**src/rtl/fwrk_pkg.sv**
```systemverilog
// Package for the fixed-weight word rank/unrank unit.
// Shared widths, codes, sequencer states and the binomial table address helper.
// No dependencies.
`timescale 1ns / 1ps

package fwrk_pkg;

  localparam int SITE_W     = 6;               // site count and bit position width
  localparam int WORD_W     = 63;              // operand and answer width
  localparam int SIZE_W     = 64;              // basis size and binomial value width
  localparam int ADDR_W     = 2 * SITE_W;      // binomial table address {p, k}
  localparam int RAM_DEPTH  = 1 << ADDR_W;
  localparam int CFG_IDX_W  = 2;
  localparam int CFG_DATA_W = 6;

  // request kinds
  localparam logic KIND_RANK   = 1'b0;
  localparam logic KIND_UNRANK = 1'b1;

  // configuration register indexes
  typedef enum logic [CFG_IDX_W-1:0] {
    CFG_NUM_SITES      = 2'd0,
    CFG_SECTOR_ENABLE  = 2'd1,
    CFG_PARTICLE_COUNT = 2'd2
  } cfg_reg_e;

  // shared adder operation
  typedef enum logic {
    ALU_ADD = 1'b0,
    ALU_SUB = 1'b1
  } alu_op_e;

  // sequencer states, one-hot
  typedef enum logic [6:0] {
    ST_FILL   = 7'b0000001,
    ST_FLUSH  = 7'b0000010,
    ST_IDLE   = 7'b0000100,
    ST_SIZE   = 7'b0001000,
    ST_RANK   = 7'b0010000,
    ST_UNRANK = 7'b0100000,
    ST_DONE   = 7'b1000000
  } state_t;

  // binomial table entry C(p, k) lives at {p, k}
  function automatic logic [ADDR_W-1:0] bin_addr(input logic [SITE_W-1:0] p,
                                                 input logic [SITE_W-1:0] k);
    bin_addr = {p, k};
  endfunction

endpackage

```
**src/rtl/fwrk_alu.sv**
```systemverilog
// Shared 64-bit add/subtract unit of the rank/unrank unit.
// Subtract carry out is high when a >= b.
// Depends on fwrk_pkg.
`timescale 1ns / 1ps

module fwrk_alu import fwrk_pkg::*; (
  input  alu_op_e           op,
  input  logic [SIZE_W-1:0] a,
  input  logic [SIZE_W-1:0] b,
  output logic [SIZE_W-1:0] res,
  output logic              carry
);

  logic [SIZE_W-1:0] b_eff;
  logic              cin;

  // two's complement subtract through the same adder
  always_comb begin
    b_eff = (op == ALU_SUB) ? ~b : b;
    cin   = (op == ALU_SUB);
  end

  assign {carry, res} = {1'b0, a} + {1'b0, b_eff} + {{SIZE_W{1'b0}}, cin};

endmodule

```
**config.mk**
```make
export PLATFORM = sky130hd
export DESIGN_NAME = fwrk_alu
export DESIGN_NICKNAME = d
export VERILOG_FILES = /design/src/rtl/fwrk_pkg.sv /design/src/rtl/fwrk_alu.sv
export SDC_FILE = /design/constraint.sdc
export NUM_CORES = 1
export LEC_CHECK = 0
export ABC_CLOCK_PERIOD_IN_PS = 4410
export BUFFER_PORTS_ARGS = -buffer_cell sky130_fd_sc_hd__buf_4
export CAP_MARGIN = 25
export CORE_MARGIN = 5
export CORE_UTILIZATION = 51
export DETAILED_ROUTE_END_ITERATION = 16
export PLACE_DENSITY_LB_ADDON = 0.12
export RECOVER_POWER = 100
export SYNTH_ARGS = -nofsm -noshare
export SYNTH_HDL_FRONTEND = slang
export SYNTH_SLANG_ARGS = --single-unit
```
**constraint.sdc**
```tcl
create_clock -name vclk -period 4.41
set_input_delay 0.2205 -clock vclk [all_inputs]
set_output_delay 0.2205 -clock vclk [all_outputs]
set_load 0.02 [all_outputs]
```
==> results.py <==
metrics = {
    "pwr": {
        "power_mw": 1.55,
        "pwr-share-clk": 0,
        "p_seq_frac": 0,
        "p_leak_nw": 2.80,
        "internal_power_uw": 592,
        "ir_drop_mv": 0.175,
        "powerDensity_mw_per_mm2": 266,
        "pwr-share-comb": 1.000,
        "switching_share": 0.619,
        "power.switching_uw": 960,
    },
    "timing": {
        "setup_viol": 0,
        "slew_headroom": 0.583,
        "tightest_slew_ns": 0.620,
        "period_needed_ns": 4.05,
        "max_freq_mhz": 247,
        "hold_viol": 0,
        "tns_ns": 0,
        "rsz0062_at_grt": "no",
        "fin_crit_sh": 0.918,
        "drv_slew": 0,
        "finalWorstSetupSlack_ns": 0.361,
    },
    "finish": {
        "design.seq.count": 0,
        "nFillCells": 799,
        "nClkBuffers": 0,
        "synthToLayoutAreaGrowth_pct": 28.2,
        "diodes": 0,
        "final_nets": 1013,
        "fin_util": 0.669,
        "drive_gt1_frac": 0.213,
        "ff_latch_area_um2": 0,
    },
    "detailed_routing": {
        "wirelength_mm": 15.2,
        "dr.pass1.iters": 5,
        "drtIter0Drc": 268,
        "routed_via_density": 5.89,
        "ant_nets": 0,
        "vias": 5419,
        "wl_per_cell_um": 16.5,
        "drc": 0,
    },
    "clock_network": {
        "postCtsSetupBuffers": 0,
        "post_cts_resized": 0,
        "ctsHoldBuffers": 0,
    },
    "synthesis": {
        "syn_avg_cell_area_um2": 7.16,
        "synthesis.area_mm2": 0.00455,
        "synthesis.nets": 835,
        "syn_inst": 636,
        "seq_area_frac_synth": 0,
        "yosys.cell_types.count": 71,
        "yosysTopAreaCell": "ha_1",
        "yosysTopAreaCellShare": 0.190,
        "yosysMostFrequentCell": "xor2_1",
        "synth_area_leaders": "ha_1 (19%), xor2_1 (17%), a21oi_1 (9.0%)",
        "netlist_top_cells_count": "xor2_1 (86), a21oi_1 (82), ha_1 (69)",
        "yosysWarnings": 0,
    },
    "hold_path": {
        "hp-class": "in2out",
        "hp-start": "a[0]",
        "hold-path-endpoint": "res[0]",
        "min_delay_path_depth": 3,
    },
    "critical_path": {
        "cp-end-kind": "output port",
        "critPathRequiredTime_ns": 4.19,
        "crit_type": "in2out",
        "crit_arrival_ns": 3.83,
        "crit_fanout": 25,
        "cp-start-kind": "input port",
    },
    "grt": {
        "grt_pass1_wl_mm": 24.2,
        "grtUsageTotal": 0.252,
        "antenna_found_initial": 0,
        "first_global_vias": 5112,
        "grt_overflow_total": 0,
        "grt_max_degree": 26,
    },
    "status": {
        "status": "finished clean",
    },
    "floorplan": {
        "start_util": 0.522,
        "core_mm2": 0.00872,
        "die_area_mm2": 0.0109,
        "placementRows": 34,
        "die-width_um": 105,
        "dieHeight_um": 105,
        "ios": 194,
    },
    "job": {
        "maxCapViolCount": 0,
    },
    "placement": {
        "place_ws_ns": 0.523,
        "dp_hpwl_mm": 13.0,
        "place.gp.congestion": 0.983,
        "numPortBuffers": 194,
    },
}
-- worst max-delay path by stage --
stage,startpoint,end,slack (ns),cells after the start
floorplan,op,res[63],0.85,13
global placement,op,carry,0.59,13
detailed placement,op,carry,0.52,14
CTS,op,carry,0.51,14
global route,op,carry,0.15,14
finish,op,carry,0.36,14
-- cell families (layout without fill, tap and decap cells) --
kind of cell             count (synthesis)  after routing  synth area share
AO/OA/AOI/OAI                          228            228             0.335
XOR/XNOR                               123            123             0.237
adder cells (fa/ha/maj)                 70             70             0.194
buffers and inverters                   44            220            0.0484
multiplexers                             2              2           0.00440
AND/OR/NAND/NOR                        169            169             0.182
-- critical path, stage by stage --
cell	delay [ns]
buf_4	0.36
buf_4	0.27
xor2_1	0.19
ha_1	0.30
nor2b_1	0.16
o21bai_1	0.34
a2111oi_4	0.15
o2111ai_1	0.30
nand3_1	0.25
a311oi_2	0.40
a211oi_4	0.12
a311oi_1	0.41
a21oi_1	0.15
clkbuf_1	0.19
-- area by class of cell --
class	count	area, um^2	share of cell area
Multi-Input combinational cell	592	4300	0.737
Inverter	20	75.1	0.0129
Tap cell	108	135	0.0231
Timing Repair Buffer	200	1330	0.227
-- layout by cell type (no fill, tap or decap), types with 32 or more instances in the layout --
cell type  instances
ha_1              69
xor2_1            86
xnor2_1           37
o21ai_0           35
a21o_1            32
nand2_1           61
nor2_1            37
clkbuf_1          47
buf_4            153
a21oi_1           82
-- through the flow --
stage          cell area [um^2]  cells  hold slack [ns]
2_1_floorplan              4550    636            0.565
3_3_place_gp               6050    920            0.736
3_5_place_dp               6050    920            0.735
4_1_cts                    6050    920            0.736
5_1_grt                    5840    920            0.794
6_report                   5840    920            0.752
-- metal layers --
| layer | global-route usage | part of all wire | vias up |
|---|---|---|---|
| met3 | 0.0248 | 0.076 | 23 |
| met2 | 0.439 | 0.47 | 251 |
| met5 | 0 | 0 | - |
| met1 | 0.343 | 0.43 | 2456 |
| li1 | - | - | 2689 |
| met4 | 0.0324 | 0.015 | 0 |
-- power by group through the flow --
| stage | sequential (mW) | combinational, mW | clock (mW) |
|---|---|---|---|
| after floorplan | 0 | 1.08 | 0 |
| after global placement | 0 | 1.65 | 0 |
| after detailed placement | 0 | 1.66 | 0 |
| after CTS | 0 | 1.67 | 0 |
| after global routing | 0 | 1.68 | 0 |
| final | 0 | 1.55 | 0 |
(Power assumes the default switching activity.)
